[src/fbs_pkg.sv]
// ----------------------------------------------------------------------------
// fbs_pkg: shared types and constants of the best-entry selector
// Field widths, candidate key type, leader summary type, register indexes
// and the ranking function.
// ----------------------------------------------------------------------------
package fbs_pkg;

  localparam int HANDLE_BITS = 16;

  localparam int HANDLE_W    = 16;
  localparam int CLUSTER_W   = 10;
  localparam int DIM_W       = 16;
  localparam int LEAF_W      = 5;
  localparam int PSUM_W      = 24;
  localparam int PRIMARY_W   = PSUM_W + DIM_W;
  localparam int SECONDARY_W = CLUSTER_W + LEAF_W;
  localparam int BOUND_W     = 5;
  localparam int CFG_INDEX_W = 4;
  localparam int CFG_DATA_W  = 32;

  typedef enum logic [CFG_INDEX_W-1:0] {
    CFG_BOUND_EXPONENT = 4'd0,
    CFG_WEIGHT_BY_DIM  = 4'd1
  } cfg_reg_t;

  typedef struct packed {
    logic [HANDLE_BITS-1:0] handle;
    logic [PRIMARY_W-1:0]   primary;
    logic [SECONDARY_W-1:0] secondary;
    logic [CLUSTER_W-1:0]   clusters;
  } cand_t;

  typedef struct packed {
    logic                   valid;
    logic [HANDLE_BITS-1:0] handle;
  } lead_t;

  // True when candidate a ranks strictly ahead of held candidate h.
  function automatic logic ranks_ahead(cand_t a, cand_t h);
    logic ahead;
    if (a.primary != h.primary) begin
      ahead = a.primary < h.primary;
    end else if (a.secondary != h.secondary) begin
      ahead = a.secondary < h.secondary;
    end else begin
      ahead = a.clusters > h.clusters;
    end
    return ahead;
  endfunction

endpackage

[src/fbs_in_if.sv]
// ----------------------------------------------------------------------------
// fbs_in_if: candidate entry channel
// Valid/ready channel carrying one candidate entry per item.
// ----------------------------------------------------------------------------
interface fbs_in_if;
  logic                           valid;
  logic                           ready;
  logic [fbs_pkg::HANDLE_W-1:0]   entry_handle;
  logic [fbs_pkg::CLUSTER_W-1:0]  cluster_count;
  logic [fbs_pkg::DIM_W-1:0]      largest_dim;
  logic [fbs_pkg::LEAF_W-1:0]     leaf_limit;
  logic [fbs_pkg::PSUM_W-1:0]     dim_product_sum;
  logic                           final_entry;

  modport source (output valid, entry_handle, cluster_count, largest_dim, leaf_limit,
                  dim_product_sum, final_entry, input ready);
  modport sink   (input valid, entry_handle, cluster_count, largest_dim, leaf_limit,
                  dim_product_sum, final_entry, output ready);
endinterface

[src/fbs_out_if.sv]
// ----------------------------------------------------------------------------
// fbs_out_if: selection result channel
// Valid/ready channel carrying one result item per finished set.
// ----------------------------------------------------------------------------
interface fbs_out_if;
  logic                         valid;
  logic                         ready;
  logic [fbs_pkg::HANDLE_W-1:0] chosen_handle;
  logic                         met_property;
  logic                         nothing_left;

  modport source (output valid, chosen_handle, met_property, nothing_left, input ready);
  modport sink   (input valid, chosen_handle, met_property, nothing_left, output ready);
endinterface

[src/fbs_cfg_if.sv]
// ----------------------------------------------------------------------------
// fbs_cfg_if: configuration write channel
// Valid/ready channel carrying a register index and write data.
// ----------------------------------------------------------------------------
interface fbs_cfg_if;
  logic                            valid;
  logic                            ready;
  logic [fbs_pkg::CFG_INDEX_W-1:0] index;
  logic [fbs_pkg::CFG_DATA_W-1:0]  data;

  modport source (output valid, index, data, input ready);
  modport sink   (input valid, index, data, output ready);
endinterface

[src/filtered_lexicographic_best_select_top.sv]
// ----------------------------------------------------------------------------
// filtered_lexicographic_best_select_top: filtered best-entry selector
// Ranks candidate entries and reports the winner of each set.
// ----------------------------------------------------------------------------
// Accepts one candidate entry per clock cycle while entry.ready is high. An
// accepted item passes an input register, a key stage (bound filter,
// leaf-limit property and the two key products) and a leader-update stage
// that compares the candidate against the two held leaders once per cycle;
// the result item of a final entry is then registered in an output register.
// Entries keep flowing while the result waits unless the next final entry
// reaches the update stage. Configuration writes are taken at once.
// ----------------------------------------------------------------------------
module filtered_lexicographic_best_select_top (
  input logic       clk,
  input logic       rst,
  fbs_in_if.sink    entry,
  fbs_cfg_if.sink   cfg,
  fbs_out_if.source result
);

  logic [fbs_pkg::BOUND_W-1:0] bound_exponent;
  logic                        weight_by_dim;

  // input register
  logic                                s1_v;
  logic [fbs_pkg::HANDLE_BITS-1:0]     s1_handle;
  logic [fbs_pkg::CLUSTER_W-1:0]       s1_clusters;
  logic [fbs_pkg::DIM_W-1:0]           s1_dim;
  logic [fbs_pkg::LEAF_W-1:0]          s1_leaf;
  logic [fbs_pkg::PSUM_W-1:0]          s1_psum;
  logic                                s1_last;

  // key stage
  logic                                s2_v;
  logic                                s2_keep;
  logic                                s2_prop;
  logic                                s2_last;
  fbs_pkg::cand_t                      s2_cand;

  logic [fbs_pkg::PRIMARY_W-1:0]       prod;
  logic [fbs_pkg::SECONDARY_W-1:0]     sec;
  logic                                dropped;
  logic                                prop;

  logic                                out_v;
  logic [fbs_pkg::HANDLE_W-1:0]        out_handle;
  logic                                out_met;
  logic                                out_none;

  logic                                out_free;
  logic                                s2_go;
  logic                                s2_free;
  logic                                s1_go;
  logic                                s1_free;

  fbs_pkg::lead_t                      any_next;
  fbs_pkg::lead_t                      pref_next;

  assign cfg.ready = 1'b1;

  always_ff @(posedge clk) begin
    if (rst) begin
      bound_exponent <= '0;
      weight_by_dim  <= 1'b0;
    end else if (cfg.valid) begin
      unique case (fbs_pkg::cfg_reg_t'(cfg.index))
        fbs_pkg::CFG_BOUND_EXPONENT: bound_exponent <= cfg.data[fbs_pkg::BOUND_W-1:0];
        fbs_pkg::CFG_WEIGHT_BY_DIM:  weight_by_dim  <= cfg.data[0];
        default: ;
      endcase
    end
  end

  // flow control: a stage advances when the stage after it has room
  assign out_free    = !out_v || result.ready;
  assign s2_go       = s2_v && (!s2_last || out_free);
  assign s2_free     = !s2_v || s2_go;
  assign s1_go       = s1_v && s2_free;
  assign s1_free     = !s1_v || s1_go;
  assign entry.ready = s1_free;

  always_ff @(posedge clk) begin
    if (rst) begin
      s1_v <= 1'b0;
    end else if (s1_free) begin
      s1_v <= entry.valid;
    end
    if (s1_free && entry.valid) begin
      s1_handle   <= fbs_pkg::HANDLE_BITS'(entry.entry_handle);
      s1_clusters <= entry.cluster_count;
      s1_dim      <= entry.largest_dim;
      s1_leaf     <= entry.leaf_limit;
      s1_psum     <= entry.dim_product_sum;
      s1_last     <= entry.final_entry;
    end
  end

  // dim >= 2^b exactly when some bit survives a right shift by b
  assign dropped = (bound_exponent != '0) && ((s1_dim >> bound_exponent) != '0);
  assign prop    = (s1_dim >> s1_leaf) == '0;
  assign prod    = weight_by_dim ?
                   fbs_pkg::PRIMARY_W'(s1_psum) * fbs_pkg::PRIMARY_W'(s1_dim) :
                   fbs_pkg::PRIMARY_W'(s1_psum);
  assign sec     = fbs_pkg::SECONDARY_W'(s1_clusters) * fbs_pkg::SECONDARY_W'(s1_leaf);

  always_ff @(posedge clk) begin
    if (rst) begin
      s2_v <= 1'b0;
    end else if (s2_free) begin
      s2_v <= s1_v;
    end
    if (s1_go) begin
      s2_keep           <= !dropped;
      s2_prop           <= prop;
      s2_last           <= s1_last;
      s2_cand.handle    <= s1_handle;
      s2_cand.primary   <= prod;
      s2_cand.secondary <= sec;
      s2_cand.clusters  <= s1_clusters;
    end
  end

  fbs_leader u_any (
    .clk       (clk),
    .rst       (rst),
    .cand      (s2_cand),
    .take      (s2_go && s2_keep),
    .clear     (s2_go && s2_last),
    .next_lead (any_next)
  );

  fbs_leader u_pref (
    .clk       (clk),
    .rst       (rst),
    .cand      (s2_cand),
    .take      (s2_go && s2_keep && s2_prop),
    .clear     (s2_go && s2_last),
    .next_lead (pref_next)
  );

  always_ff @(posedge clk) begin
    if (rst) begin
      out_v <= 1'b0;
    end else if (s2_go && s2_last) begin
      out_v <= 1'b1;
    end else if (result.ready) begin
      out_v <= 1'b0;
    end
    if (s2_go && s2_last) begin
      priority if (pref_next.valid) begin
        out_handle <= fbs_pkg::HANDLE_W'(pref_next.handle);
        out_met    <= 1'b1;
        out_none   <= 1'b0;
      end else if (any_next.valid) begin
        out_handle <= fbs_pkg::HANDLE_W'(any_next.handle);
        out_met    <= 1'b0;
        out_none   <= 1'b0;
      end else begin
        out_handle <= '0;
        out_met    <= 1'b0;
        out_none   <= 1'b1;
      end
    end
  end

  assign result.valid         = out_v;
  assign result.chosen_handle = out_handle;
  assign result.met_property  = out_met;
  assign result.nothing_left  = out_none;

endmodule

[src/fbs_leader.sv]
// ----------------------------------------------------------------------------
// fbs_leader: running best candidate
// Holds one leader, compares each offered candidate against it and reports
// the leader as it stands once the offered candidate is counted.
// ----------------------------------------------------------------------------
module fbs_leader (
  input  logic           clk,
  input  logic           rst,
  input  fbs_pkg::cand_t cand,
  input  logic           take,
  input  logic           clear,
  output fbs_pkg::lead_t next_lead
);

  logic           valid;
  fbs_pkg::cand_t held;
  logic           upd;

  assign upd = take && (!valid || fbs_pkg::ranks_ahead(cand, held));

  assign next_lead.valid  = valid || take;
  assign next_lead.handle = upd ? cand.handle : held.handle;

  always_ff @(posedge clk) begin
    if (rst || clear) begin
      valid <= 1'b0;
    end else if (upd) begin
      valid <= 1'b1;
    end
    if (upd) begin
      held <= cand;
    end
  end

endmodule

[src/flat_wrapper.sv]
// flat-port wrapper written by rule: the top's interface ports become plain ports
module filtered_lexicographic_best_select_top_flat 
  (clk, rst, entry_valid, entry_entry_handle, entry_cluster_count, entry_largest_dim, entry_leaf_limit, entry_dim_product_sum, entry_final_entry, entry_ready, cfg_valid, cfg_index, cfg_data, cfg_ready, result_valid, result_chosen_handle, result_met_property, result_nothing_left, result_ready);
  fbs_in_if entry_i ();
  fbs_cfg_if cfg_i ();
  fbs_out_if result_i ();
  input logic clk;
  input logic rst;
  input wire logic [$bits(entry_i.valid)-1:0] entry_valid;
  input wire logic [$bits(entry_i.entry_handle)-1:0] entry_entry_handle;
  input wire logic [$bits(entry_i.cluster_count)-1:0] entry_cluster_count;
  input wire logic [$bits(entry_i.largest_dim)-1:0] entry_largest_dim;
  input wire logic [$bits(entry_i.leaf_limit)-1:0] entry_leaf_limit;
  input wire logic [$bits(entry_i.dim_product_sum)-1:0] entry_dim_product_sum;
  input wire logic [$bits(entry_i.final_entry)-1:0] entry_final_entry;
  output wire logic [$bits(entry_i.ready)-1:0] entry_ready;
  input wire logic [$bits(cfg_i.valid)-1:0] cfg_valid;
  input wire logic [$bits(cfg_i.index)-1:0] cfg_index;
  input wire logic [$bits(cfg_i.data)-1:0] cfg_data;
  output wire logic [$bits(cfg_i.ready)-1:0] cfg_ready;
  output wire logic [$bits(result_i.valid)-1:0] result_valid;
  output wire logic [$bits(result_i.chosen_handle)-1:0] result_chosen_handle;
  output wire logic [$bits(result_i.met_property)-1:0] result_met_property;
  output wire logic [$bits(result_i.nothing_left)-1:0] result_nothing_left;
  input wire logic [$bits(result_i.ready)-1:0] result_ready;
  assign entry_i.valid = entry_valid;
  assign entry_i.entry_handle = entry_entry_handle;
  assign entry_i.cluster_count = entry_cluster_count;
  assign entry_i.largest_dim = entry_largest_dim;
  assign entry_i.leaf_limit = entry_leaf_limit;
  assign entry_i.dim_product_sum = entry_dim_product_sum;
  assign entry_i.final_entry = entry_final_entry;
  assign entry_ready = entry_i.ready;
  assign cfg_i.valid = cfg_valid;
  assign cfg_i.index = cfg_index;
  assign cfg_i.data = cfg_data;
  assign cfg_ready = cfg_i.ready;
  assign result_valid = result_i.valid;
  assign result_chosen_handle = result_i.chosen_handle;
  assign result_met_property = result_i.met_property;
  assign result_nothing_left = result_i.nothing_left;
  assign result_i.ready = result_ready;
  filtered_lexicographic_best_select_top u_core (.clk(clk), .rst(rst), .entry(entry_i), .cfg(cfg_i), .result(result_i));
endmodule
[config.mk]
export PLATFORM = sky130hd
export DESIGN_NAME = filtered_lexicographic_best_select_top_flat
export DESIGN_NICKNAME = d
export VERILOG_FILES = /design/src/fbs_pkg.sv /design/src/fbs_in_if.sv /design/src/fbs_out_if.sv /design/src/fbs_cfg_if.sv /design/src/filtered_lexicographic_best_select_top.sv /design/src/fbs_leader.sv /design/src/flat_wrapper.sv
export SDC_FILE = /design/constraint.sdc
export NUM_CORES = 2
export LEC_CHECK = 0
export BUFFER_PORTS_ARGS = -buffer_cell sky130_fd_sc_hd__buf_2
export CAP_MARGIN = 15
export CORE_MARGIN = 2
export CORE_UTILIZATION = 55
export DETAILED_ROUTE_END_ITERATION = 10
export PLACE_DENSITY = 0.73
export SKIP_LAST_GASP = 1
export SLEW_MARGIN = 15
export SYNTH_ARGS = -nofsm -noshare
export SYNTH_HDL_FRONTEND = slang
export SYNTH_SLANG_ARGS = --single-unit
[constraint.sdc]
create_clock -name clk -period 10 [get_ports clk]
set_input_delay 0.5 -clock clk [delete_from_list [all_inputs] [get_ports clk]]
set_output_delay 0.5 -clock clk [all_outputs]
set_load 0.005 [all_outputs]
==> impl_metrics.env <==
export IMPL_outcome="finished, final reports clean"
export IMPL_mostFrequentLayoutCell="inv_1"
export IMPL_ff_latch_area_sq_um=10300
export IMPL_dr_pass1_iters=6
export IMPL_crit_path_max_fanout=17
export IMPL_nNetsFinal=3413
export IMPL_placementRows=83
export IMPL_met1_length_mm=26.0
export IMPL_hold_viol_final=0
export IMPL_cts_tree="built"
export IMPL_cts_sinks=347
export IMPL_grt_pass1_wl_mm=102
export IMPL_r2r_slack_ns=2.89
export IMPL_yosysWarningCount=0
export IMPL_syn_num_nets=3339
export IMPL_drv_slew=0
export IMPL_area_growth_pct=8.71
export IMPL_ys_ff_latch=347
export IMPL_criticalPathCategory="register to register"
export IMPL_clock_latency_ns=0.58
export IMPL_synth_top_cell_area_share_pct=35.1
export IMPL_io_buffers=105
export IMPL_syn_instance_count=2631
export IMPL_drc=0
export IMPL_wl_met2_mm=29.8
export IMPL_synthTopCellsByArea="edfxtp_1, fa_1, ha_1"
export IMPL_synth_edf_count=336
export IMPL_grt_pass1_vias=20283
export IMPL_die_area_sq_um=54200
export IMPL_multi_input_area_sq_um=16100
export IMPL_grt_total_usage_pct=23.9
export IMPL_start_util_pct=55.9
export IMPL_core_area_sq_um=51500
export IMPL_cts_root_buf="clkbuf_16"
export IMPL_routed_wl_mm=61.3
export IMPL_rsz0062_at_grt="false"
export IMPL_crit_path_end_kind="register"
export IMPL_numCtsBuffers=40
export IMPL_cts_setup_buffers=0
export IMPL_syn_area_sq_um=28800
export IMPL_yosys_area_top_type="edfxtp_1"
export IMPL_skew_ns=0.0308
export IMPL_cp_required_ns=10.37
export IMPL_timing_final_crit_share_pct=71.1
export IMPL_die_y_um=233
export IMPL_antenna_left=0
export IMPL_ctsHtreeMaxLevel=2
export IMPL_globalplace_congestion=0.866
export IMPL_highest_layer="met4"
export IMPL_grt_max_degree=82
export IMPL_cts_buffer_depth=3
export IMPL_seq_area_frac_synth_pct=35.8
export IMPL_met3_length_mm=4.10
export IMPL_pre_cts_slack_ns=3.03
export IMPL_startpoint_type="register"
export IMPL_num_vias=18984
export IMPL_async_reset_ff_share_pct=0
export IMPL_drt_iter0_markers=1148
export IMPL_hold_slack_ns=0.0992
export IMPL_cts_resized=0
export IMPL_antenna_found_initial=0
export IMPL_die_x_um=233
export IMPL_n_antenna_cell=0
export IMPL_grt_overflow_total=0
export IMPL_hold_class="input port to register"
export IMPL_pin_count=134
export IMPL_wl_per_cell_um=18.0
export IMPL_dp_hpwl_mm=45.6
export IMPL_final_cell_mix="inv_1, edfxtp_1, fa_1"
export IMPL_synth_distinct_cells=69
export IMPL_nFillCells=4134
export IMPL_clk_pin_slew_ns=0.06
export IMPL_fmax_mhz=141
export IMPL_drive_gt1_share_pct=8.04
export IMPL_holdBufCountCts=0
export IMPL_setup_ws_ns=2.89
export IMPL_via_per_inst=5.56
export IMPL_finalSetupViolCount=0
export IMPL_syn_avg_cell_area_sq_um=10.9
export IMPL_slew_headroom_pct=25.1
export IMPL_synthFlopType="edfxtp_1"
export IMPL_arrival_ns=7.48
export IMPL_min_period_ns=7.11
export IMPL_cap_violations=0
export IMPL_worst_pin_slew_ns=1.12
export IMPL_finalSetupTns_ns=0
stage by stage:
stage	instances	instance area (sq um)	utilization, %
2_1_floorplan	2631	28800	-
3_3_place_gp	3342	30000	58.2
3_5_place_dp	3342	30000	58.2
4_1_cts	3415	31200	60.7
5_1_grt	3416	31300	60.7
6_report	3416	31300	60.7
cell usage after synthesis (all sizes together) (5+ instances only):
| cell type | count |
|---|---|
| nand4 | 26 |
| edfxtp | 336 |
| nor2 | 66 |
| buf | 6 |
| nand3 | 23 |
| fa | 330 |
| and3 | 8 |
| clkbuf | 91 |
| mux2i | 26 |
| a2111oi | 7 |
| nor4 | 8 |
| o21ai | 41 |
| mux2 | 17 |
| a21oi | 73 |
| nand2b | 10 |
| a211oi | 18 |
| nand2 | 303 |
| ha | 265 |
| o211ai | 8 |
| a221o | 21 |
| nor3 | 25 |
| and4 | 7 |
| a211o | 5 |
| dfxtp | 11 |
| inv | 531 |
| o221ai | 5 |
| o21a | 9 |
| a31oi | 12 |
| and2 | 187 |
| xor2 | 7 |
| a21o | 54 |
| nor2b | 10 |
| o21bai | 11 |
| xnor2 | 29 |
layout make-up:
| type | count | share of cell area, % |
|---|---|---|
| sequential | 347 | 33.0 |
| multi-input combinational | 1656 | 51.6 |
| clock buffer | 50 | 3.38 |
| inverter | 531 | 6.37 |
| tap | 680 | 2.72 |
| timing repair buffer | 129 | 2.33 |
| clock inverter | 23 | 0.676 |
flip-flops by register name (all words and copies together), names as in the netlist, 5 cells and up:
register	cells
u_core.s2_cand	81
u_core.u_any.held	81
u_core.u_pref.held	81
u_core.s1_psum	24
u_core.result.chosen_handle	16
u_core.s1_dim	16
u_core.s1_handle	16
u_core.s1_clusters	10
u_core.bound_exponent	5
u_core.s1_leaf	5
worst max-delay path, stage by stage, from the launching register on:
cell and delay (ns):
edfxtp_1 0.87, nand2_1 0.18, fa_1 0.57, inv_1 0.06, fa_1 0.52, inv_1 0.05, fa_1 0.49, inv_1 0.05
fa_1 0.49, fa_1 0.50, inv_1 0.05, fa_1 0.47, inv_1 0.04, ha_1 0.37, nand4_1 0.20, nor4_1 0.58
nand2_1 0.19, a31oi_1 0.35, a211oi_1 0.18, o21bai_1 0.28, a31oi_1 0.13, mux2i_1 0.28
kinds of logic (layout without fill, tap and decap cells):
family                     after synthesis  after routing  share of synthesized area [%]
DFF                                    347            347                           35.8
muxes                                   43             43                           1.57
buffers and inverters                  628            733                           8.27
AOI/OAI and AO/OA                      295            295                           7.10
xor gates and xnor gates                36             36                           1.10
other                                    1              1                         0.0130
and+or+nand+nor                        686            686                           11.6
adders and majority gates              595            595                           34.5
metal layers:
metal,vias to the layer above,GRT usage (%)
li1,8747,-
met1,9523,32.1
met2,607,40.0
met3,107,3.90
met4,0,7.32
met5,-,0
final timing paths:
kind | from | depth (start not counted) | endpoint
worst max-delay path | u_core.s1_psum[21]$_DFFE_PP_ | 21 | u_core.s2_cand[59]$_SDFFCE_PN0P_
worst min-delay path | entry_dim_product_sum[7] | 1 | u_core.s1_psum[7]$_DFFE_PP_
worst max register to register | u_core.s1_psum[21]$_DFFE_PP_ | 21 | u_core.s2_cand[59]$_SDFFCE_PN0P_
worst min register to register | u_core.s1_handle[2]$_DFFE_PP_ | 0 | u_core.s2_cand[67]$_DFFE_PP_
Power is left out: the tool's default activity adds up to more than one toggle a clock period on the data nets, which glitch-free logic cannot reach.
